[src/hw/rtl/cna_pkg.sv]
// ----------------------------------------------------------------------------
// cna_pkg
// Shared types, widths, operation and status codes and saturation helpers
// of the complex number arithmetic unit.
// ----------------------------------------------------------------------------
package cna_pkg;

    localparam int DATA_WIDTH  = 32;
    localparam int FRAC_BITS   = 16;
    localparam int PROD_WIDTH  = 2 * DATA_WIDTH;
    localparam int SUM_WIDTH   = PROD_WIDTH + 1;
    localparam int ITER_STAGES = DATA_WIDTH;
    localparam int FRONT_STAGES = 4;
    localparam int LATENCY     = FRONT_STAGES + ITER_STAGES + 1;

    localparam logic [2:0] OP_ADD  = 3'd0;
    localparam logic [2:0] OP_SUB  = 3'd1;
    localparam logic [2:0] OP_MUL  = 3'd2;
    localparam logic [2:0] OP_DIV  = 3'd3;
    localparam logic [2:0] OP_MOD  = 3'd4;
    localparam logic [2:0] OP_CONJ = 3'd5;

    localparam logic [1:0] ST_OK   = 2'd0;
    localparam logic [1:0] ST_SAT  = 2'd1;
    localparam logic [1:0] ST_DIV0 = 2'd2;

    localparam logic [DATA_WIDTH-1:0] SAT_MAX = {1'b0, {(DATA_WIDTH-1){1'b1}}};
    localparam logic [DATA_WIDTH-1:0] SAT_MIN = {1'b1, {(DATA_WIDTH-1){1'b0}}};

    typedef logic signed [DATA_WIDTH-1:0] t_data;
    typedef logic signed [PROD_WIDTH-1:0] t_prod;
    typedef logic signed [SUM_WIDTH-1:0]  t_sum;
    typedef logic [PROD_WIDTH-1:0]        t_mag;

    typedef struct packed {
        logic [2:0] kind;
        t_data      a_re;
        t_data      a_im;
        t_data      b_re;
        t_data      b_im;
    } t_req;

    typedef struct packed {
        t_data      res_re;
        t_data      res_im;
        logic [1:0] status;
    } t_rsp;

    typedef struct packed {
        logic [2:0]            op;
        logic [DATA_WIDTH-1:0] early_re;
        logic [DATA_WIDTH-1:0] early_im;
        logic                  early_ovf;
        logic                  dz;
        logic                  re_neg;
        logic                  im_neg;
        logic                  re_ovf;
        logic                  im_ovf;
        t_mag                  d;
        t_mag                  re_rem;
        t_mag                  im_rem;
        logic [DATA_WIDTH-1:0] re_low;
        logic [DATA_WIDTH-1:0] im_low;
        logic [DATA_WIDTH-1:0] re_q;
        logic [DATA_WIDTH-1:0] im_q;
        t_mag                  sq_s;
        logic [DATA_WIDTH+1:0] sq_rem;
        logic [DATA_WIDTH-1:0] sq_root;
    } t_iter;

    function automatic t_sum sext_dw(input logic [DATA_WIDTH-1:0] a);
        return t_sum'({{(SUM_WIDTH-DATA_WIDTH){a[DATA_WIDTH-1]}}, a});
    endfunction

    // {overflow, saturated value}
    function automatic logic [DATA_WIDTH:0] sat_dw(input t_sum v);
        logic [SUM_WIDTH-DATA_WIDTH:0] hi;
        logic                          ovf;
        hi  = v[SUM_WIDTH-1:DATA_WIDTH-1];
        ovf = !((&hi) || !(|hi));
        if (!ovf) begin
            return {1'b0, v[DATA_WIDTH-1:0]};
        end else if (v[SUM_WIDTH-1]) begin
            return {1'b1, SAT_MIN};
        end else begin
            return {1'b1, SAT_MAX};
        end
    endfunction

endpackage

[src/hw/rtl/cna_back.sv]
// ----------------------------------------------------------------------------
// cna_back
// Output stage: sign and saturation of quotients and root, result select
// and status, held in the output register.
// ----------------------------------------------------------------------------
module cna_back (
    input  logic           i_clk,
    input  logic           i_rst_n,
    input  logic           i_adv,
    input  logic           i_valid,
    input  cna_pkg::t_iter i_st,
    output logic           o_valid,
    output cna_pkg::t_rsp  o_data
);

    logic [cna_pkg::DATA_WIDTH:0] w_dre, w_dim;
    cna_pkg::t_rsp                n_rsp;
    logic                         r_valid;
    cna_pkg::t_rsp                r_rsp;

    // {overflow, value}
    function automatic logic [cna_pkg::DATA_WIDTH:0] div_fin(
        input logic neg, input logic ovf, input logic [cna_pkg::DATA_WIDTH-1:0] q);
        logic sat;
        if (neg) begin
            sat = ovf | (q[cna_pkg::DATA_WIDTH-1] & (|q[cna_pkg::DATA_WIDTH-2:0]));
            return sat ? {1'b1, cna_pkg::SAT_MIN} : {1'b0, -q};
        end else begin
            sat = ovf | q[cna_pkg::DATA_WIDTH-1];
            return sat ? {1'b1, cna_pkg::SAT_MAX} : {1'b0, q};
        end
    endfunction

    always_comb begin
        w_dre = div_fin(i_st.re_neg, i_st.re_ovf, i_st.re_q);
        w_dim = div_fin(i_st.im_neg, i_st.im_ovf, i_st.im_q);
        case (i_st.op)
            cna_pkg::OP_DIV: begin
                if (i_st.dz) begin
                    n_rsp.res_re = '0;
                    n_rsp.res_im = '0;
                    n_rsp.status = cna_pkg::ST_DIV0;
                end else begin
                    n_rsp.res_re = w_dre[cna_pkg::DATA_WIDTH-1:0];
                    n_rsp.res_im = w_dim[cna_pkg::DATA_WIDTH-1:0];
                    n_rsp.status = (w_dre[cna_pkg::DATA_WIDTH] | w_dim[cna_pkg::DATA_WIDTH])
                                   ? cna_pkg::ST_SAT : cna_pkg::ST_OK;
                end
            end
            cna_pkg::OP_MOD: begin
                n_rsp.res_im = '0;
                if (i_st.sq_root[cna_pkg::DATA_WIDTH-1]) begin
                    n_rsp.res_re = cna_pkg::SAT_MAX;
                    n_rsp.status = cna_pkg::ST_SAT;
                end else begin
                    n_rsp.res_re = i_st.sq_root;
                    n_rsp.status = cna_pkg::ST_OK;
                end
            end
            default: begin
                n_rsp.res_re = i_st.early_re;
                n_rsp.res_im = i_st.early_im;
                n_rsp.status = i_st.early_ovf ? cna_pkg::ST_SAT : cna_pkg::ST_OK;
            end
        endcase
    end

    always_ff @(posedge i_clk) begin
        if (!i_rst_n) begin
            r_valid <= 1'b0;
        end else if (i_adv) begin
            r_valid <= i_valid;
        end
        if (i_adv) begin
            r_rsp <= n_rsp;
        end
    end

    assign o_valid = r_valid;
    assign o_data  = r_rsp;

endmodule

[config.mk]
export PLATFORM = sky130hd
export DESIGN_NAME = cna_back
export DESIGN_NICKNAME = d
export VERILOG_FILES = /design/src/hw/rtl/cna_pkg.sv /design/src/hw/rtl/cna_back.sv
export SDC_FILE = /design/constraint.sdc
export NUM_CORES = 1
export LEC_CHECK = 0
export ABC_AREA = 1
export BUFFER_PORTS_ARGS = -buffer_cell sky130_fd_sc_hd__buf_2
export CAP_MARGIN = 15
export CORE_AREA = 3 3 233 235
export CTS_CLUSTER_SIZE = 14
export DETAILED_ROUTE_END_ITERATION = 7
export DIE_AREA = 0 0 236 238
export HOLD_SLACK_MARGIN = 0.03
export SLEW_MARGIN = 20
export SYNTH_ARGS = -nofsm -noshare
export SYNTH_HDL_FRONTEND = slang
export SYNTH_SLANG_ARGS = --single-unit
[constraint.sdc]
create_clock -name i_clk -period 2.21 [get_ports i_clk]
set_input_delay 0.3315 -clock i_clk [delete_from_list [all_inputs] [get_ports i_clk]]
set_output_delay 0.3315 -clock i_clk [all_outputs]
set_load 0.1 [all_outputs]
# Word-level counts from Yosys, hierarchy flattened

Cells that the tools add are included.

Bits in registers: 67
Input bits: 527
Output and inout port bits: 67
Word-level logic and storage cells: 29

$add $sub $neg: 2
Eq/ne operators: 2
Multiplexer cells: 12
Bitwise logic cells: 7
Reduce and logical (&&, ||, !) cells: 2

Operators by type and width:

| cell                                                 | count |
|---|---|
| two-way mux 33 bit                                   | 6 |
| case mux 66 bit (2 select lines)                     | 1 |
| two-way mux 66 bit                                   | 1 |
| negation 32 bit                                      | 2 |
| OR reduction 31 bit                                  | 2 |
| two-way mux 31 bit                                   | 1 |
| bitwise OR 1 bit                                     | 5 |
| equality test 3 x 2 -> 1 bit (second input constant) | 1 |
| equality test 3 bit (second input constant)          | 1 |
| two-way mux 1 bit                                    | 3 |
| bitwise AND 1 bit                                    | 2 |

# Depth between registers and ports, before layout

Depth in word-level cells: 9
Depth in mapped cells: 12

# Worst setup path after synthesis

No wires, ideal clock.

Kind: in2reg
From: input port i_st[163] (netlist bit)
To: register r_rsp (netlist bit o_data[56]) (data pin)
Data arrival time: 1.419 ns
Data required time: 1.948 ns
Path slack: 0.529 ns
Cell stages on the path: 11
Buffers on the path: 0
Path through: inv_1 ha_1 nand3_2 nor2_1 nand2_1 nor2_1 nand2_1 nand2_1 nand2_1 nand3_1 nand3_1

RTL lines:

| item                   | line           | RTL |
|---|---|---|
| start: declaration     | cna_back.sv:11 | `input cna_pkg::t_iter i_st,` |
| end signal: assignment | cna_back.sv:75 | `r_rsp <= n_rsp;` |
| end: declaration       | cna_back.sv:19 | `cna_pkg::t_rsp r_rsp;` |

==> impl_metrics.csv <==
group,metric,value,unit
status,run_status,"finished clean",
global_route,grtUsageTotal,0.110,
logic_synthesis,ys.warnings.count,0,
global_route,grt_max_degree,34,
cts,clock_tree.root_cell,"sky130_fd_sc_hd__clkbuf_16",
global_route,initial_antenna_violation_count,11,
logic_synthesis,synthCells,893,
logic_synthesis,yosys_register_bits,67,
setup_path,timing.critical_path.from,"i_st[162]",
layout,register_area,2000,um2
routing,drt_first_iter_violations,428,
pwr,power_report.internal_total,2.70,mW
layout,mostFrequentLayoutCell,"sky130_fd_sc_hd__nand2_1",
pwr,seq_power_share,0.322,
layout,final_cell_mix,"288 x sky130_fd_sc_hd__nand2_1, 238 x sky130_fd_sc_hd__buf_2, 110 x sky130_fd_sc_hd__nor2_1",
floorplanning,fp.dieH,238,um
placement,placement.io_buffers,239,
layout,layoutNonFillerInstCount,1854,
min_path,min_path_type,"in -> reg",
timing,setup_viol,0,
layout,area.growth.synth_to_final,45.9,%
cts,tritoncts_clock_tree,"built",
layout,n_fill_cell,6050,
layout,finalNetCount,1687,
setup_path,critical_path.endpoint_type,"flip-flop",
global_route,grt_first_pass_wirelength,45.2,mm
pwr,leakage,3.73,nW
routing,routedWlPerCell,17.1,um
timing,max_freq,540,MHz
cts,htree_levels,3,
floorplanning,chipWidth,236,um
floorplanning,placementRows,84,
cts,cts_post_setup_buffers_inserted,0,
logic_synthesis,mappedNetlistArea,5750,um2
floorplanning,area_enclosed_by_the_die_boundary,56200,um2
setup_path,regToRegStartpoint,"o_valid",
timing,setup_ws_final,0.357,ns
placement,place_congestion,0.883,
routing,vias,7043,
logic_synthesis,yosysUniqueCellTypes,34,
timing,grt_setup_unrepaired,"no",
setup_path,crit_type,"in -> reg",
timing,worst_slew_margin_relative_to_its_limit,0.329,
layout,total_area_of_multi_input_combinational_cells,3260,um2
timing,worst_slew_pin_slew,1.00,ns
job,maxCapViolations,0,
global_route,grt_pass1_vias,6548,
logic_synthesis,postSynthNetCount,1422,
routing,drt-vias-per-instance,3.80,
routing,wirelength,31.6,mm
setup_path,timing.critical_path.arrival,2.03,ns
timing,fin_skew,0,ns
pwr,powerDensity,581,nW/um2
cts,numCtsBuffers,9,
pwr,pwr-share-comb,0.389,
placement,placedCellCount,1835,
logic_synthesis,postSynthAreaPerCell,6.44,um2
timing,min_period_over_period,0.838,
min_path,hold-path-endpoint,"o_valid",
floorplanning,core_area,52400,um2
timing,finalCriticalPeriod,1.85,ns
cts,post_cts_hold_buffer_count,0,
routing,drt-pass1-iter-count,6,
cts,cts_num_sinks,67,
layout,layout-drive-gt1-share,0.285,
pwr,net-switching-power,2.17,mW
floorplanning,io_pins,594,
pwr,power,4.88,mW
timing,hold_violation_count_in_the_final_report,0,
setup_path,timing.rr.end,"o_valid",
setup_path,start_kind,"input pin",
min_path,holdPathStages,3,
min_path,holdCritStartpoint,"i_valid",
setup_path,worst-endpoint-required,2.39,ns
setup_path,critical_path.max_fanout,12,
placement,place_ws,0.0473,ns
routing,drc,0,
logic_synthesis,synth_seq_area_share,0.348,
timing,timing_max_transition_violations_final,0,
cts,cts-resized-gates,0,
pwr,power_frac_clock,0.289,
setup_path,r2r_slack,1.58,ns
setup_path,reg2reg_depth,2,
placement,post-dp-hpwl,27.2,mm
cts,cts.path.max_buffers,2,
global_route,grt_overflow,0,
cts,clock_latency_of_the_later_clocked_register_in_the_worst_skew_pair,0.34,ns
cts,clk_transition_reported_paths,0.06,ns
routing,drt.antenna.violating_nets,0,
floorplanning,initial_util,0.110,
pwr,max-vdd-ir-drop,0.335,mV
pwr,p_sw_frac,0.446,
## sequential cells by signal, indices dropped and copies added (netlist names)
| name | cells |
|---|---|
| o_data | 66 |
| o_valid | 1 |
## cells in the mapped netlist, drive strengths merged
master | number | share of area
nor3 | 12 | 0.010
edfxtp | 66 | 0.34
a31oi | 25 | 0.027
ha | 2 | 0.0044
o21ai | 71 | 0.062
o21bai | 5 | 0.0065
o211ai | 3 | 0.0039
dfxtp | 1 | 0.0035
nand3 | 104 | 0.095
nor2 | 123 | 0.088
o21a | 1 | 0.0013
nand3b | 1 | 0.0013
clkbuf | 21 | 0.014
o22ai | 4 | 0.0044
a211oi | 4 | 0.0052
clkinv | 1 | 0.00065
xor2 | 10 | 0.015
nand4 | 27 | 0.029
a21oi | 10 | 0.0087
buf | 14 | 0.014
o31ai | 6 | 0.0078
nand2 | 294 | 0.20
inv | 88 | 0.057
## worst max path at each step
stage	end	slack (ns)	cells after the start
3_5_place_dp	o_data[47]	0.05	11
6_report	o_data[47]	0.36	11
5_1_grt	o_data[49]	0.17	9
4_1_cts	o_data[47]	0.40	11
3_3_place_gp	o_data[56]	-0.01	12
2_1_floorplan	o_data[56]	0.53	11
## power groups by stage
stage	combinational, mW	sequential (mW)	clock, mW
after floorplan	0.392	2.49	0
after global placement	1.92	1.59	0
after detailed placement	1.92	1.60	0
after CTS	1.92	1.57	1.46
after global routing	2.03	1.58	1.52
final	1.90	1.57	1.41
## final cells by class
cell class,instances,area share
Clock inverter,7,0.00611
Clock buffer,9,0.0268
Tap cell,688,0.103
Timing Repair Buffer,289,0.197
Antenna cell,3,0.000895
Multi-Input combinational cell,702,0.389
Sequential cell,67,0.239
Inverter,89,0.0398
## cell families (layout without fill, tap and decap cells)
group	Yosys count	after routing	synth area share
buffers and inverters	124	394	0.0859
other	0	3	0
and+or+nand+nor	561	561	0.419
DFF	67	67	0.348
AOI/OAI and AO/OA	129	129	0.127
adders and majority gates	2	2	0.00435
xor gates and xnor gates	10	10	0.0152
## routing by layer
layer  share of wire  vias up  GRT usage
li1                -     3541          -
met3           0.079       21     0.0303
met4          0.0082        6     0.0179
met2            0.47      277      0.183
met5          0.0011        -          0
met1            0.45     3198      0.146
## per-stage QoR
stage	area, um2	utilization	hold WS (ns)	TNS (ns)
floorplan	5750	-	0.425	0
global placement	8110	0.155	0.526	-0.0111
detailed placement	8110	0.155	0.539	0
CTS	8380	0.160	0.207	0
global route	8380	0.160	0.211	0
finish	8390	0.160	0.221	0
## worst max-delay path: stages
cell and delay, ns:
sky130_fd_sc_hd__buf_2 0.12, sky130_fd_sc_hd__inv_1 0.07, sky130_fd_sc_hd__ha_1 0.19, sky130_fd_sc_hd__nand3_2 0.15
sky130_fd_sc_hd__nor2_4 0.19, sky130_fd_sc_hd__nand2_2 0.08, sky130_fd_sc_hd__nor2_2 0.14, sky130_fd_sc_hd__nand2_2 0.09
sky130_fd_sc_hd__nand3_4 0.16, sky130_fd_sc_hd__nand3_1 0.27, sky130_fd_sc_hd__nand3_1 0.25
Note: power is estimated with default switching activity, not from simulation.
