$ cat src/hw/rtl/cna_pkg.sv
// ----------------------------------------------------------------------------
// cna_pkg
// Shared types, widths, operation and status codes and saturation helpers
// of the complex number arithmetic unit.
// ----------------------------------------------------------------------------
package cna_pkg;

    localparam int DATA_WIDTH  = 32;
    localparam int FRAC_BITS   = 16;
    localparam int PROD_WIDTH  = 2 * DATA_WIDTH;
    localparam int SUM_WIDTH   = PROD_WIDTH + 1;
    localparam int ITER_STAGES = DATA_WIDTH;
    localparam int FRONT_STAGES = 4;
    localparam int LATENCY     = FRONT_STAGES + ITER_STAGES + 1;

    localparam logic [2:0] OP_ADD  = 3'd0;
    localparam logic [2:0] OP_SUB  = 3'd1;
    localparam logic [2:0] OP_MUL  = 3'd2;
    localparam logic [2:0] OP_DIV  = 3'd3;
    localparam logic [2:0] OP_MOD  = 3'd4;
    localparam logic [2:0] OP_CONJ = 3'd5;

    localparam logic [1:0] ST_OK   = 2'd0;
    localparam logic [1:0] ST_SAT  = 2'd1;
    localparam logic [1:0] ST_DIV0 = 2'd2;

    localparam logic [DATA_WIDTH-1:0] SAT_MAX = {1'b0, {(DATA_WIDTH-1){1'b1}}};
    localparam logic [DATA_WIDTH-1:0] SAT_MIN = {1'b1, {(DATA_WIDTH-1){1'b0}}};

    typedef logic signed [DATA_WIDTH-1:0] t_data;
    typedef logic signed [PROD_WIDTH-1:0] t_prod;
    typedef logic signed [SUM_WIDTH-1:0]  t_sum;
    typedef logic [PROD_WIDTH-1:0]        t_mag;

    typedef struct packed {
        logic [2:0] kind;
        t_data      a_re;
        t_data      a_im;
        t_data      b_re;
        t_data      b_im;
    } t_req;

    typedef struct packed {
        t_data      res_re;
        t_data      res_im;
        logic [1:0] status;
    } t_rsp;

    typedef struct packed {
        logic [2:0]            op;
        logic [DATA_WIDTH-1:0] early_re;
        logic [DATA_WIDTH-1:0] early_im;
        logic                  early_ovf;
        logic                  dz;
        logic                  re_neg;
        logic                  im_neg;
        logic                  re_ovf;
        logic                  im_ovf;
        t_mag                  d;
        t_mag                  re_rem;
        t_mag                  im_rem;
        logic [DATA_WIDTH-1:0] re_low;
        logic [DATA_WIDTH-1:0] im_low;
        logic [DATA_WIDTH-1:0] re_q;
        logic [DATA_WIDTH-1:0] im_q;
        t_mag                  sq_s;
        logic [DATA_WIDTH+1:0] sq_rem;
        logic [DATA_WIDTH-1:0] sq_root;
    } t_iter;

    function automatic t_sum sext_dw(input logic [DATA_WIDTH-1:0] a);
        return t_sum'({{(SUM_WIDTH-DATA_WIDTH){a[DATA_WIDTH-1]}}, a});
    endfunction

    // {overflow, saturated value}
    function automatic logic [DATA_WIDTH:0] sat_dw(input t_sum v);
        logic [SUM_WIDTH-DATA_WIDTH:0] hi;
        logic                          ovf;
        hi  = v[SUM_WIDTH-1:DATA_WIDTH-1];
        ovf = !((&hi) || !(|hi));
        if (!ovf) begin
            return {1'b0, v[DATA_WIDTH-1:0]};
        end else if (v[SUM_WIDTH-1]) begin
            return {1'b1, SAT_MIN};
        end else begin
            return {1'b1, SAT_MAX};
        end
    endfunction

endpackage

$ cat src/hw/rtl/cna_iter_stage.sv
// ----------------------------------------------------------------------------
// cna_iter_stage
// One registered step of the two restoring dividers and the digit-by-digit
// square root; one quotient bit each and one root bit per stage.
// ----------------------------------------------------------------------------
module cna_iter_stage (
    input  logic           i_clk,
    input  logic           i_rst_n,
    input  logic           i_adv,
    input  logic           i_valid,
    input  cna_pkg::t_iter i_st,
    output logic           o_valid,
    output cna_pkg::t_iter o_st
);

    logic [cna_pkg::PROD_WIDTH:0]   w_re_step, w_im_step;
    logic [cna_pkg::DATA_WIDTH+3:0] w_sr, w_trial;
    logic [cna_pkg::DATA_WIDTH+4:0] w_sdiff;
    logic                           w_sge;
    cna_pkg::t_iter                 n_st;
    logic                           r_valid;
    cna_pkg::t_iter                 r_st;

    // {quotient bit, new remainder}
    function automatic logic [cna_pkg::PROD_WIDTH:0] div_step(
        input cna_pkg::t_mag rem, input logic bit_in, input cna_pkg::t_mag d);
        logic [cna_pkg::PROD_WIDTH:0]   rr;
        logic [cna_pkg::PROD_WIDTH+1:0] diff;
        rr   = {rem, bit_in};
        diff = {1'b0, rr} - {2'b00, d};
        if (!diff[cna_pkg::PROD_WIDTH+1]) begin
            return {1'b1, diff[cna_pkg::PROD_WIDTH-1:0]};
        end else begin
            return {1'b0, rr[cna_pkg::PROD_WIDTH-1:0]};
        end
    endfunction

    always_comb begin
        w_re_step = div_step(i_st.re_rem, i_st.re_low[cna_pkg::DATA_WIDTH-1], i_st.d);
        w_im_step = div_step(i_st.im_rem, i_st.im_low[cna_pkg::DATA_WIDTH-1], i_st.d);
        w_sr      = {i_st.sq_rem, i_st.sq_s[cna_pkg::PROD_WIDTH-1 -: 2]};
        w_trial   = {2'b00, i_st.sq_root, 2'b01};
        w_sdiff   = {1'b0, w_sr} - {1'b0, w_trial};
        w_sge     = !w_sdiff[cna_pkg::DATA_WIDTH+4];

        n_st        = i_st;
        n_st.re_rem = w_re_step[cna_pkg::PROD_WIDTH-1:0];
        n_st.im_rem = w_im_step[cna_pkg::PROD_WIDTH-1:0];
        n_st.re_q   = {i_st.re_q[cna_pkg::DATA_WIDTH-2:0], w_re_step[cna_pkg::PROD_WIDTH]};
        n_st.im_q   = {i_st.im_q[cna_pkg::DATA_WIDTH-2:0], w_im_step[cna_pkg::PROD_WIDTH]};
        n_st.re_low = {i_st.re_low[cna_pkg::DATA_WIDTH-2:0], 1'b0};
        n_st.im_low = {i_st.im_low[cna_pkg::DATA_WIDTH-2:0], 1'b0};
        n_st.sq_s   = {i_st.sq_s[cna_pkg::PROD_WIDTH-3:0], 2'b00};
        n_st.sq_rem = w_sge ? w_sdiff[cna_pkg::DATA_WIDTH+1:0] : w_sr[cna_pkg::DATA_WIDTH+1:0];
        n_st.sq_root = {i_st.sq_root[cna_pkg::DATA_WIDTH-2:0], w_sge};
    end

    always_ff @(posedge i_clk) begin
        if (!i_rst_n) begin
            r_valid <= 1'b0;
        end else if (i_adv) begin
            r_valid <= i_valid;
        end
        if (i_adv) begin
            r_st <= n_st;
        end
    end

    assign o_valid = r_valid;
    assign o_st    = r_st;

endmodule

$ cat config.mk
export PLATFORM = sky130hd
export DESIGN_NAME = cna_iter_stage
export DESIGN_NICKNAME = d
export VERILOG_FILES = /design/src/hw/rtl/cna_pkg.sv /design/src/hw/rtl/cna_iter_stage.sv
export SDC_FILE = /design/constraint.sdc
export NUM_CORES = 1
export LEC_CHECK = 0
export ABC_AREA = 1
export BUFFER_PORTS_ARGS = -buffer_cell sky130_fd_sc_hd__buf_2
export CORE_AREA = 2 2 412 414
export DETAILED_ROUTE_END_ITERATION = 10
export DIE_AREA = 0 0 414 416
export GPL_ROUTABILITY_DRIVEN = 0
export PLACE_DENSITY = 0.41
export SYNTH_ARGS = -nofsm -noshare
export SYNTH_HDL_FRONTEND = slang
export SYNTH_SLANG_ARGS = --single-unit
$ cat constraint.sdc
create_clock -name i_clk -period 2.45 [get_ports i_clk]
set_input_delay 0.245 -clock i_clk [delete_from_list [all_inputs] [get_ports i_clk]]
set_output_delay 0.245 -clock i_clk [all_outputs]
set_load 0.02 [all_outputs]
[Word-level counts from Yosys, hierarchy flattened]
Cells that the tools add are included.
Cells by class
  $add $sub $neg: 3
  mux-type cells: 3
  reductions and logical operators: 1
Operator list (count)
  $sub A65 B64 Y66: 2
  $mux W65: 2
  $sub A36 B34 Y37: 1
  $mux W34: 1
  $logic_not A1 Y1: 1
Word-level totals
  register bits: 520
  output and inout port bits: 524

[Logic depth before layout (Yosys ltp)]
Gate-level depths: netlist (run 1).
  depth in word-level cells: 2
  depth in mapped cells: 18
  mapped depth without buffers: 17

[Worst setup path after synthesis (run 1)]
No wires, ideal clock.
  kind: input port to flip-flop
  start: in i_st[437] (netlist bit)
  end: reg r_st, in the netlist o_st[374], data pin
  library setup time: 0.253 ns
  arrival: 1.826 ns
  required time: 2.197 ns
  slack: 0.371 ns
  cell stages on the path: 14
  buffers on the path: 2
  path through: inv_1 -> ha_1 -> nand2_2 -> inv_2 -> a21oi_1 -> nor2_1 -> o21ai_1 -> nand3_1 -> nor2_4 -> nand2_4 -> buf_8 -> buf_12 -> nand3_2 -> nand2_1
RTL lines
  from (decl): line cna_iter_stage.sv:11  | input cna_pkg::t_iter i_st,
  to (signal assigned): line cna_iter_stage.sv:65  | r_st <= n_st;
  to (decl): line cna_iter_stage.sv:22  | cna_pkg::t_iter r_st;

==> results of run 1 <==
==> synthesized netlist by cell type, drive strengths merged, types with 17 or more instances <==
master  number
nand3      333
ha         161
nor2       281
xor2        67
buf         33
nand3b      20
xnor2       17
edfxtp     519
inv        779
nor3        31
nand4       36
o21ai       55
nand2     1549
a21oi      139
==> metal layers <==
layer	share of wire, %	track usage [%]	up-vias
met2	51	38.9	1160
met1	38	23.1	16900
li1	-	-	17300
met3	4.8	3.62	281
met4	6.1	11.2	16
met5	0.053	0	-
==> flip-flops by register name (all words and copies together), names as in the netlist <==
register,count
o_st,519
o_valid,1
==> worst min path at each step <==
stage | from | endpoint | slack [ns] | cells past startpoint
after floorplan | i_adv | o_valid$_SDFFE_PN0P_ | 0.34 | 1
after global placement | i_st[465] | o_st[465]$_DFFE_PP_ | 0.42 | 1
after detailed placement | i_st[197] | o_st[198]$_DFFE_PP_ | 0.42 | 1
after CTS | i_st[322] | o_st[323]$_DFFE_PP_ | 0.01 | 4
after global routing | i_st[317] | o_st[318]$_DFFE_PP_ | 0.03 | 3
final | i_st[317] | o_st[318]$_DFFE_PP_ | 0.03 | 3
==> kinds of logic after synthesis <==
| group | after synthesis | share of synthesized area, % |
|---|---|---|
| simple gates | 2280 | 29.4 |
| compound gates | 206 | 3.32 |
| other cells | 1 | 0.0117 |
| fa+ha+maj | 163 | 6.39 |
| flops | 520 | 48.5 |
| buf+inv | 832 | 10.1 |
| xor+xnor | 84 | 2.29 |
==> per-stage QoR <==
stage	hold slack (ns)	power (uW)	area [sq um]
after global routing	0.0342	33400	52500
after detailed placement	0.423	20600	44600
final	0.0334	32000	52500
after global placement	0.423	20600	44600
after floorplan	0.338	15600	32200
after CTS	0.0133	32200	52200
==> layout make-up <==
type	count	area, sq um
Tap cell	2218	2780
Fill cell	18100	116000
Antenna cell	13	32.5
Sequential cell	520	15600
Clock inverter	45	524
Timing Repair Buffer	2148	15200
Inverter	784	2940
Multi-Input combinational cell	2737	13600
Clock buffer	85	1870
==> where the power goes <==
group / internal (uW) / switching (uW) / total (uW)
Sequential: 10900 / 469 / 11400
Clock: 6210 / 4630 / 10800
Combinational: 3760 / 5980 / 9750
Total: 20900 / 11100 / 32000
==> worst reg2reg max path, stage by stage (launching register included) <==
cell	delay, ns
sky130_fd_sc_hd__dfxtp_1	0.33
sky130_fd_sc_hd__o21ai_0	0.17
sky130_fd_sc_hd__a21oi_1	0.06
sky130_fd_sc_hd__dlygate4sd3_1	0.57
==> timing repair <==
item,CTS,global route
hold endpoints to repair,531,0
setup buffers,0,1
hold buffers,511,0
resized for setup,0,80
setup endpoints to repair,0,139
==> run summary, run 1 <==
The run finished with clean final reports. Setup violations remaining at the end of the flow were counted as 0. The largest individual stage delay along the critical path comes from the cell sky130_fd_sc_hd__dlygate4sd3_1. The number of hold violations in the final report was 0; the actual transition at the worst max-transition pin was 0.576 ns. After detailed routing, the number of remaining DRC violations is 0. The worst path needs 2.42 ns of the cycle, external delays included. The power density over the cells is 609 mW/mm^2. The area of the mapped netlist came out at 0.0322 sq mm. Across all register-to-register paths, the minimum setup slack is 1.21 ns. Counting stages on the worst path, the most repeated cell is sky130_fd_sc_hd__nand2_1.

The net total in the final layout is 6,952, and the maximum root-to-sink buffer count is 3. The required time of the critical path was 2.91 ns. TritonCTS built the clock tree.

The count of nets left with antenna violations once routing finished came out at 0. The worst setup path is captured at a flop. For this block, the routed nets add up to 189,000 um of wire.

The routed layout has 35.7k vias. The total number of clock tree sinks is 520. The type of the worst min-delay path was in -> reg.

The tools report the critical path launch point type as a primary input. After the first detailed-routing iteration, the DRC count stood at 2,008. Broken down by cell family, the worst path's largest delay share belongs to buffers and inverters. The area of the die is 0.172 sq mm. The worst slack after detailed placement was -0.394 ns; the global routing usage summed across all routing layers was 21.1%. Counting distinct cell types in the post-synthesis netlist gives 43. Input and output buffers added on the ports amount to 1,044. The number of clock buffers inserted by TritonCTS is 71, and the fraction of final layout cells with drive strength greater than 1 is 30.2%.

Detailed placement ended at an HPWL of 160,000 um. In this run the horizontal extent of the chip is 414 um. The number of synthesized flops with an enable pin is 519. Setup repair after global routing could not meet its margin everywhere. The worst register-to-register path begins at o_valid$_SDFFE_PN0P_. Tracing the worst setup path back leads to its startpoint at i_st[304]. STA puts the critical path data arrival time at 2.89 ns.

The count of state elements after synthesis was 520; the count of placed standard cells in the final layout, fillers left out was 8,550. The main flop type after synthesis is sky130_fd_sc_hd__edfxtp_1. The tools report the number of rows created at floorplan as 151.

The number of antenna violations at the first check in global routing was 23; the logic depth of the worst register-to-register path was 3. For this run, the slowest stage of the critical path takes 0.54 ns. After detailed placement, the design holds a cell count of 7,894. The tools report the clock insertion delay at the later pin of the skew report as 0.72 ns.

The number of iterations in the first detailed-routing pass is 5. The top cell types in the final layout, fill and taps aside, are sky130_fd_sc_hd__nand2_1, sky130_fd_sc_hd__buf_2, sky130_fd_sc_hd__inv_1. Leaving out fill and tap cells, the most frequent cell in the layout is sky130_fd_sc_hd__nand2_1. The sum of negative setup slack is 0 ns. The number of buffers and inverters on the critical path was 5; the instance count of the mapped netlist was 4,086. For this run, the top clock speed supported by timing is 0.413 GHz. Summing the sequential cell areas from Yosys gives 48.5% of the chip area.

Of the post-synthesis cell area, the dominant cell type holds 48.5%. The logs give 31.2% for the final cell utilization of the core and 19.1% for the effective utilization at floorplan. Final routed wire length divided by cell count: 22.1 um.

The post-CTS clock slew at the launch and capture registers of the worst setup and hold paths was 0.05 ns. Using the TritonRoute via totals, the vias-per-cell ratio works out to 4.17. Across the routed clock network, the largest skew measured is 0 ns.

After layout, the worst setup slack is 0.0264 ns. Traced cell by cell, the critical path runs through dlygate4sd3_1 -> buf_2 -> ha_1 -> nand2_1 -> nor2_2 -> nand2_1 -> clkinv_1 -> nand2_1 -> a21oi_2 -> nor2_4 -> buf_4 -> buf_12 -> nand3_1 -> nand2_1. The proportion of synthesized flip-flops having asynchronous set or reset works out to 0%. Global-route wire length before repair: 258,000 um. The logs give 0.000553 V for the worst voltage drop across the vdd grid and 1,051 for the number of placed I/O pins. CTS built an H-tree with a depth of 3. CTS placed an instance of sky130_fd_sc_hd__clkbuf_16 at the clock tree root. Ranked by total cell area, the synthesized netlist is headed by sky130_fd_sc_hd__edfxtp_1, sky130_fd_sc_hd__nand2_1, sky130_fd_sc_hd__inv_1, sky130_fd_sc_hd__ha_1, sky130_fd_sc_hd__nand3_1. In this run the standard cell core region covers 0.168 sq mm. Measured along the y axis, the die boundary spans 416 um. Start-to-end type of the worst setup path: in -> reg. Entering global routing, the biggest net connects 60 pins. The most critical setup path has its endpoint at o_st[315]$_DFFE_PP_. The run gives 35.7k as the via count of the first global-routing pass.

The tool flagged a number of max-cap violations equal to 0. In this run the worst path has a maximum fanout of 32. The critical path depth in cells is 14.

The endpoint identified for the worst register-to-register timing path is o_valid$_SDFFE_PN0P_. The fraction of the cycle the final worst path needs came out at 98.9%. The number of slew-limit violations in the final report is 0. The tightest slew margin relative to the limit was 61.6%. The tools report the number of synthesis warnings as 0. The layout overhead on the synthesized area was 63.3%; the post-synthesis average cell area was 7.87 sq um.

In this run the static leakage power is 0.0267 uW. The leading area contributor after synthesis was sky130_fd_sc_hd__edfxtp_1. After global routing the overflow that remains totals 0.
No activity file was read; power rests on OpenSTA's default activity.
==> run 2, diff against run 1 <==
ABC_CLOCK_PERIOD_IN_PS = 2450   (was default)
CORE_AREA = 2 2 408 410   (was 2 2 412 414)
DIE_AREA = 0 0 410 412   (was 0 0 414 416)
PLACE_DENSITY = 0.42   (was 0.41)
TNS_END_PERCENT = 5   (was default)
==> run 2 against run 1 <==
Effect of this change: the run now ends with negative setup slack left; highest routed layer unchanged; clock power hardly changed; critical endpoint is now o_st[302]$_DFFE_PP_; utilization is 1.1 points higher; non-clock buffer count is 59 higher; critical path type unchanged; via count is 0.27% higher; register-to-register slack better by 0.04 ns.
==> run summary, run 2 (same netlist as run 1, synthesis figures left out) <==
The run finished, with violations left. The checks that failed: negative setup slack. The number of hold violations in the final report was 0 (unchanged). The global route total overflow was 0 (unchanged). The horizontal extent of the die came out at 410 um (-0.97%). The number of clock buffers inserted by TritonCTS is 71 (unchanged). Most common cell after layout, fill and taps aside: sky130_fd_sc_hd__nand2_1. The worst hold path begins at i_st[365].

TritonCTS built the clock tree. The via density per instance was 4.17 (about the same); the placeable core region was 0.164 sq mm (-2.3%). The tools report the critical path launch point type as a primary input. Setup repair after global routing could not meet its margin everywhere. Max-cap check violation count: 0 (unchanged). In this run the worst hold path is classified as in -> reg. The starting DRC count in detailed routing is 2,553 (+27%).

The post-CTS clock slew at the launch and capture registers of the worst setup and hold paths is 0.05 ns (about the same), and the worst hold slack is 0.0496 ns (+0.0163 ns). The number of antenna violations at the first check in global routing was 51 (+120%). For the number of inserted filler cells in the final layout, the log shows 17.6k (-3.1%).

Relative to the synthesized area, the layout overhead comes to 65.2%. The remaining antenna violation count after routing was 0 (unchanged); the met1 usage in global routing was 24.4% (+1.3 points). The tools report the area of the die as 0.169 sq mm (-1.9%). The signal on the critical path passes through dlygate4sd3_1 -> buf_2 -> inv_1 -> ha_1 -> nand2_2 -> nor4_4 -> nand2_1 -> nor3_2 -> buf_4 -> nand2_4 -> buf_6 -> buf_12 -> nand3_1 -> nand2_1. The nature of the critical path endpoint was a flop. The count of cells along the worst hold path came out at 4 (+1). Among all stages on the critical path, the largest delay is contributed by sky130_fd_sc_hd__dlygate4sd3_1.

The number of H-tree levels was 3 (unchanged). The tools report the maximum root-to-sink buffer count as 3 (unchanged). The via count of the first global-routing pass came out at 35.7k (-0.045%). The effective utilization at floorplan was 19.6% (+0.45 points); the placed cell count was 7,927 (+0.42%). For the count of placed standard cells in the final layout, fillers left out, the log shows 8,581 (+0.36%). The number of flip-flops under the largest register name works out to 519 (unchanged).

Number of placed I/O pins: 1,051 (unchanged). The actual transition at the worst max-transition pin was 0.612 ns (+0.0355 ns). The worst setup slack for register-to-register paths is 1.25 ns (+0.04 ns), and the routing usage on met2 is 40.1% (+1.3 points).

Terminus of the critical flop-to-flop path: o_valid$_SDFFE_PN0P_. The power density over the cells is 599 mW/mm^2 (-1.7%). The clock insertion delay at the later pin of the skew report was 0.71 ns (about the same); the peak fanout along the critical path was 33 (+3.1%). Logic depth of the worst register-to-register path: 3 (unchanged). In this design, the critical path's most frequently occurring cell is sky130_fd_sc_hd__nand2_1. The run gives 63 (+5.0%) as the pin count of the biggest net entering global routing. The logs give 0 ns (unchanged) for the post-route clock skew and 163,000 um (+1.8%) for the sum of net half-perimeters after detailed placement. The floorplan die height is 412 um (-0.96%), and the arrival time of the worst setup path is 2.89 ns (about the same). The worst voltage drop across the vdd grid is 0.000545 V (-1.4%), and the global routing usage summed across all routing layers is 21.8% (+0.64 points).

Leaving out fill and tap cells, the most frequent cells in the layout are sky130_fd_sc_hd__nand2_1, sky130_fd_sc_hd__buf_2, sky130_fd_sc_hd__inv_1. The total leakage power came out at 0.0269 uW (+0.81%). The final routed wire length divided by cell count is 22.4 um (+1.6%). Number of slew-limit violations in the final report: 0 (unchanged). The required time of the critical path came out at 2.88 ns (-0.03 ns). The tree is rooted in a sky130_fd_sc_hd__clkbuf_16. The peak clock frequency supported by timing was 0.406 GHz (-1.6%). The tools report the sum of negative setup slack as -0.0202 ns (-0.0202 ns). The met3 capacity usage during global routing was 4.15% (+0.53 points); the net total in the final layout was 7,011 (+0.85%).

The total number of clock tree sinks was 520 (unchanged). Start-to-end type of the worst setup path: in -> reg. The fraction of final layout cells with drive strength greater than 1 came out at 32.0% (+1.8 points). The global-route wire length before repair was 260,000 um (+0.68%). Number of rows created at floorplan: 149 (-1.3%).

Fraction of the cycle the final worst path needs: 100% (+1.6 points). Post-route minimum period: 2.46 ns (+0.0386 ns). The origin of the critical flop-to-flop path was o_valid$_SDFFE_PN0P_. The run gives 0.0450 sq mm (+0.82%) as the placed cell area.

The tools report the final wirelength as 192,000 um (+1.9%). The tools report the sink of the worst hold path as o_st[366]$_DFFE_PP_. The tightest slew margin relative to the limit is 59.2% (-2.4 points).

The tools report the cell area after layout as 0.0531 sq mm (+1.2%). The port buffer count works out to 1,044 (unchanged). The logs give 6 (+1) for the number of iterations in the first detailed-routing pass and 35.8k (+0.27%) for the via total after detailed routing.

For the final critical-path setup slack, the log shows -0.0122 ns (-0.0386 ns). The tools report the worst slack after detailed placement as -0.407 ns (-0.0130 ns). The largest stage delay on the critical path came out at 0.54 ns (about the same).

The routing layer with the top usage in global route is met2. The tools report the final routed DRC violation total as 0 (unchanged). The number of setup violations in the final report was 2 (+2).
[run 2: cell count changes in the layout (fill, tap and decap cells not counted), sizes merged]
cell,before,now
inv,786,781
clkinvlp,7,6
bufinv,6,4
dlymetal6s4s,0,1
diode,13,22
buf,1636,1701
clkbuf,86,93
clkinv,30,24
dlygate4sd3,511,503
[run 2: area by class of cell]
class,instances,area (sq um),area share [%]
diodes,22,55.1,0.104
clock buffers,91,1890,3.56
clock inverters,31,367,0.690
inverters,784,2950,5.55
multi-input cells,2737,14000,26.3
flip-flops and latches,520,15600,29.4
well taps,2189,2740,5.15
repair buffers,2207,15600,29.3
[run 2: worst max path at each step]
stage	start	endpoint	depth (start not counted)
finish	i_st[448]	o_st[302]$_DFFE_PP_	14
floorplan	i_st[437]	o_st[374]$_DFFE_PP_	14
global placement	i_st[436]	o_st[302]$_DFFE_PP_	16
global route	i_st[427]	o_st[380]$_DFFE_PP_	16
CTS	i_st[386]	o_st[302]$_DFFE_PP_	16
detailed placement	i_st[438]	o_st[302]$_DFFE_PP_	16
[run 2: report_power, final]
group / switching [uW] / total (uW) / internal (uW)
Sequential: 431 / 11400 / 10900
Clock: 4540 / 10500 / 5940
Combinational: 6090 / 9970 / 3880
Total: 11100 / 31800 / 20700
[run 2: metrics by stage]
step | utilization (%) | total power [uW]
finish | 32.4 | 31800
global route | 32.3 | 33200
detailed placement | 27.4 | 20600
floorplan | - | 15600
global placement | 27.4 | 20600
CTS | 31.8 | 32000
[run 2: routing by layer]
| layer | up-vias | wire [um] | share of wire (%) |
|---|---|---|---|
| met3 | 292 | 10500 | 5.5 |
| met4 | 28 | 9160 | 4.8 |
| li1 | 17500 | - | - |
| met2 | 1160 | 97800 | 51 |
| met1 | 16800 | 74700 | 39 |
| met5 | - | 173 | 0.090 |
[run 2: timing repair]
item,in CTS,in global routing
hold buffers,503,1
gates resized for setup,0,172
hold endpoints to repair,522,1
setup buffers,0,5
endpoints found under the setup margin,0,150
[run 2: critical path, delay by kind of cell]
kind | cells | cell delay, ns
buf+inv | 6 | 1.26
simple gates | 7 | 0.98
fa+ha+maj | 1 | 0.39
==> run 3, diff against run 2 <==
CORE_AREA = 2 2 411 413   (was 2 2 408 410)
DIE_AREA = 0 0 413 415   (was 0 0 410 412)
==> run 3 against run 2 <==
Effect of this change: critical path type unchanged; the flow finishes with violations (negative hold slack); register-to-register slack about the same; total power decreased by 0.41%; count of clock-buffer cells in the layout decreased by 4; critical endpoint is now o_st[368]$_DFFE_PP_.
==> run summary, run 3 (same netlist as run 1, synthesis figures left out) <==
The run finished, with violations left. The checks that failed: negative hold slack. The run gives 2.88 ns (about the same) as the arrival time of the worst setup path. The number of hold violations in the final report was 1 (+1).

Maximum root-to-sink buffer count: 3 (unchanged). The placed cell count is 7,894 (-0.42%), and the remaining antenna violation count after routing is 0 (unchanged). The placeable core region came out at 0.167 sq mm (+1.5%). The worst voltage drop across the vdd grid came out at 0.000516 V (-5.4%). For the number of slew-limit violations in the final report, the log shows 0 (unchanged).

The switching power of the nets is 11,000 uW (-1.0%), and the switching power as a share of total power is 34.6% (-0.22 points). The tools report the post-route clock skew as 0 ns (unchanged). The pin count of the biggest net entering global routing is 73 (+16%). The number of inserted filler cells in the final layout came out at 18.0k (+2.1%). The tools report the required time of the critical path as 2.89 ns (about the same). The run gives 35.6k (-0.18%) as the via count of the first global-routing pass.

The count of placed standard cells in the final layout, fillers left out is 8,564 (-0.20%). The final routed wire length divided by cell count was 22.5 um (+0.55%). The number of iterations in the first detailed-routing pass was 6 (unchanged); the final critical-path setup slack was 0.00577 ns (+0.0180 ns). The worst setup path is captured at a flop. TritonCTS built the clock tree. The tools report the number of antenna violations at the first check in global routing as 39 (-24%). The post-CTS clock slew at the launch and capture registers of the worst setup and hold paths came out at 0.06 ns (about the same). The power density over the cells is 596 mW/mm^2 (-0.52%), and the register cell area after layout is 0.0156 sq mm (unchanged). Peak fanout along the critical path: 6 (-82%). The number of placed I/O pins was 1,051 (unchanged). The run gives 150 (+0.67%) as the number of rows created at floorplan. The worst register-to-register path begins at o_valid$_SDFFE_PN0P_.

The logs give 31.9% (-0.43 points) for the final cell utilization of the core and 258,000 um (-0.78%) for the global-route wire length before repair. The fraction of final layout cells with drive strength greater than 1 was 31.5% (-0.52 points). The cell chosen for the clock root is sky130_fd_sc_hd__clkbuf_16. The critical path in this run is classified as in -> reg. Horizontal extent of the die: 413 um (+0.73%). Power after layout: 31,700 uW (-0.41%).

Actual transition at the worst max-transition pin: 0.526 ns (-0.0860 ns). The tightest slew margin relative to the limit was 65.0% (+5.7 points); the area of the die was 0.171 sq mm (+1.5%). The post-route minimum period was 2.44 ns (-0.0180 ns); the effective utilization at floorplan was 19.3% (-0.28 points). The final wirelength is 193,000 um (+0.35%). The number of H-tree levels is 3 (unchanged), and the via density per instance is 4.20 (+0.72%). Number of flip-flops under the largest register name: 519 (unchanged).

The worst hold slack was -0.0102 ns (-0.0599 ns); the worst slack after detailed placement was -0.363 ns (+0.0445 ns). For the peak clock frequency supported by timing, the log shows 0.409 GHz (+0.74%). The number of clock buffers inserted by TritonCTS is 70 (-1.4%), and the layout overhead on the synthesized area is 65.4%.

The combined area of the multi-input logic cells was 0.0140 sq mm (about the same); the net total in the final layout was 6,979 (-0.46%). Global route total overflow: 0 (unchanged). The most common cell after layout, fill and taps aside is sky130_fd_sc_hd__nand2_1.

Global routing usage summed across all routing layers: 21.3% (-0.49 points). The type of the worst min-delay path was in -> reg. Leaving out fill and tap cells, the most frequent cells in the layout are sky130_fd_sc_hd__nand2_1, sky130_fd_sc_hd__buf_2, sky130_fd_sc_hd__inv_1. The tools report the critical path launch point type as a primary input. Clock insertion delay at the later pin of the skew report: 0.68 ns (-0.03 ns). The tools report the final routed DRC violation total as 0 (unchanged).

The run gives 36.0k (+0.52%) as the via total after detailed routing. For the clock power share, the log shows 32.6% (-0.4 points). The tools report the sum of net half-perimeters after detailed placement as 161,000 um (-1.1%). The start point of the critical path is i_st[377]. The worst hold path begins at i_st[257].

The number of setup violations in the final report is 0 (-2). The run gives 520 (unchanged) as the total number of clock tree sinks. Total leakage power: 0.0269 uW (about the same).

The starting DRC count in detailed routing is 2,161 (-15%). The fraction of power consumed by sequential logic came out at 35.7% (about the same). The floorplan die height came out at 415 um (+0.73%).

The cell-internal power was 20,700 uW (about the same). Setup repair after global routing could not meet its margin everywhere. The fraction of the cycle the final worst path needs was 99.8% (-0.73 points); the port buffer count was 1,044 (unchanged). The max-cap check violation count was 0 (unchanged).

The combinational group share of total power was 31.7% (+0.4 points).
## run 3: final timing paths
check	end	slack, ns	cells past startpoint
setup / recovery	o_st[368]$_DFFE_PP_	0.006	15
hold / removal	o_st[322]$_DFFE_PP_	-0.01	3
setup reg to reg	o_valid$_SDFFE_PN0P_	1.25	3
hold reg to reg	o_valid$_SDFFE_PN0P_	1.12	3
## run 3: area by class of cell
class,instances,share of cell area (%)
Timing Repair Buffer,2175,29.4
Sequential cell,520,29.3
Multi-Input combinational cell,2738,26.3
Inverter,784,5.54
Tap cell,2204,5.18
Clock buffer,87,3.55
Clock inverter,37,0.670
Antenna cell,19,0.0894
## run 3: per-layer routing
metal / GRT usage (%) / up-vias / part of all wire [%] / routed length (um)
met4: 9.68 / 32 / 5.1 / 9770
met5: 0 / - / 0.11 / 208
met1: 24.3 / 17000 / 39 / 75200
li1: - / 17400 / - / -
met2: 38.1 / 1270 / 50 / 95500
met3: 3.93 / 297 / 6.4 / 12300
## run 3: metrics by stage
stage / area, sq um / setup TNS [ns]
3_5_place_dp: 44800 / -37.50
2_1_floorplan: 32200 / 0
4_1_cts: 52100 / 0
5_1_grt: 53200 / -1.26
3_3_place_gp: 44800 / -34.94
6_report: 53200 / 0
## run 3: critical path, cell delays in order
cell                            delay (ns)
sky130_fd_sc_hd__dlygate4sd3_1        0.56
sky130_fd_sc_hd__buf_2                0.17
sky130_fd_sc_hd__ha_1                 0.34
sky130_fd_sc_hd__nand2_1              0.12
sky130_fd_sc_hd__inv_2                0.05
sky130_fd_sc_hd__a21oi_2              0.20
sky130_fd_sc_hd__inv_1                0.08
sky130_fd_sc_hd__o21ai_1              0.16
sky130_fd_sc_hd__nand3_2              0.13
sky130_fd_sc_hd__nor2_4               0.17
sky130_fd_sc_hd__buf_12               0.14
sky130_fd_sc_hd__nand2_8              0.12
sky130_fd_sc_hd__buf_12               0.17
sky130_fd_sc_hd__nand3_1              0.11
sky130_fd_sc_hd__nand2_1              0.09
## run 3: power by group through the flow
| stage | clock, uW | combinational, uW | sequential (uW) |
|---|---|---|---|
| 6_report | 10300 | 10000 | 11300 |
| 5_1_grt | 10900 | 10800 | 11400 |
| 4_1_cts | 10600 | 9810 | 11300 |
| 3_5_place_dp | 0 | 9050 | 11500 |
| 3_3_place_gp | 0 | 9040 | 11500 |
| 2_1_floorplan | 0 | 3080 | 12500 |
## run 3: timing repair
| action | CTS | global route |
|---|---|---|
| hold buffers | 509 | 0 |
| buffers inserted | 0 | 7 |
| setup endpoints to repair | 0 | 162 |
| resized for setup | 0 | 170 |
| endpoints found under the hold margin | 508 | 0 |
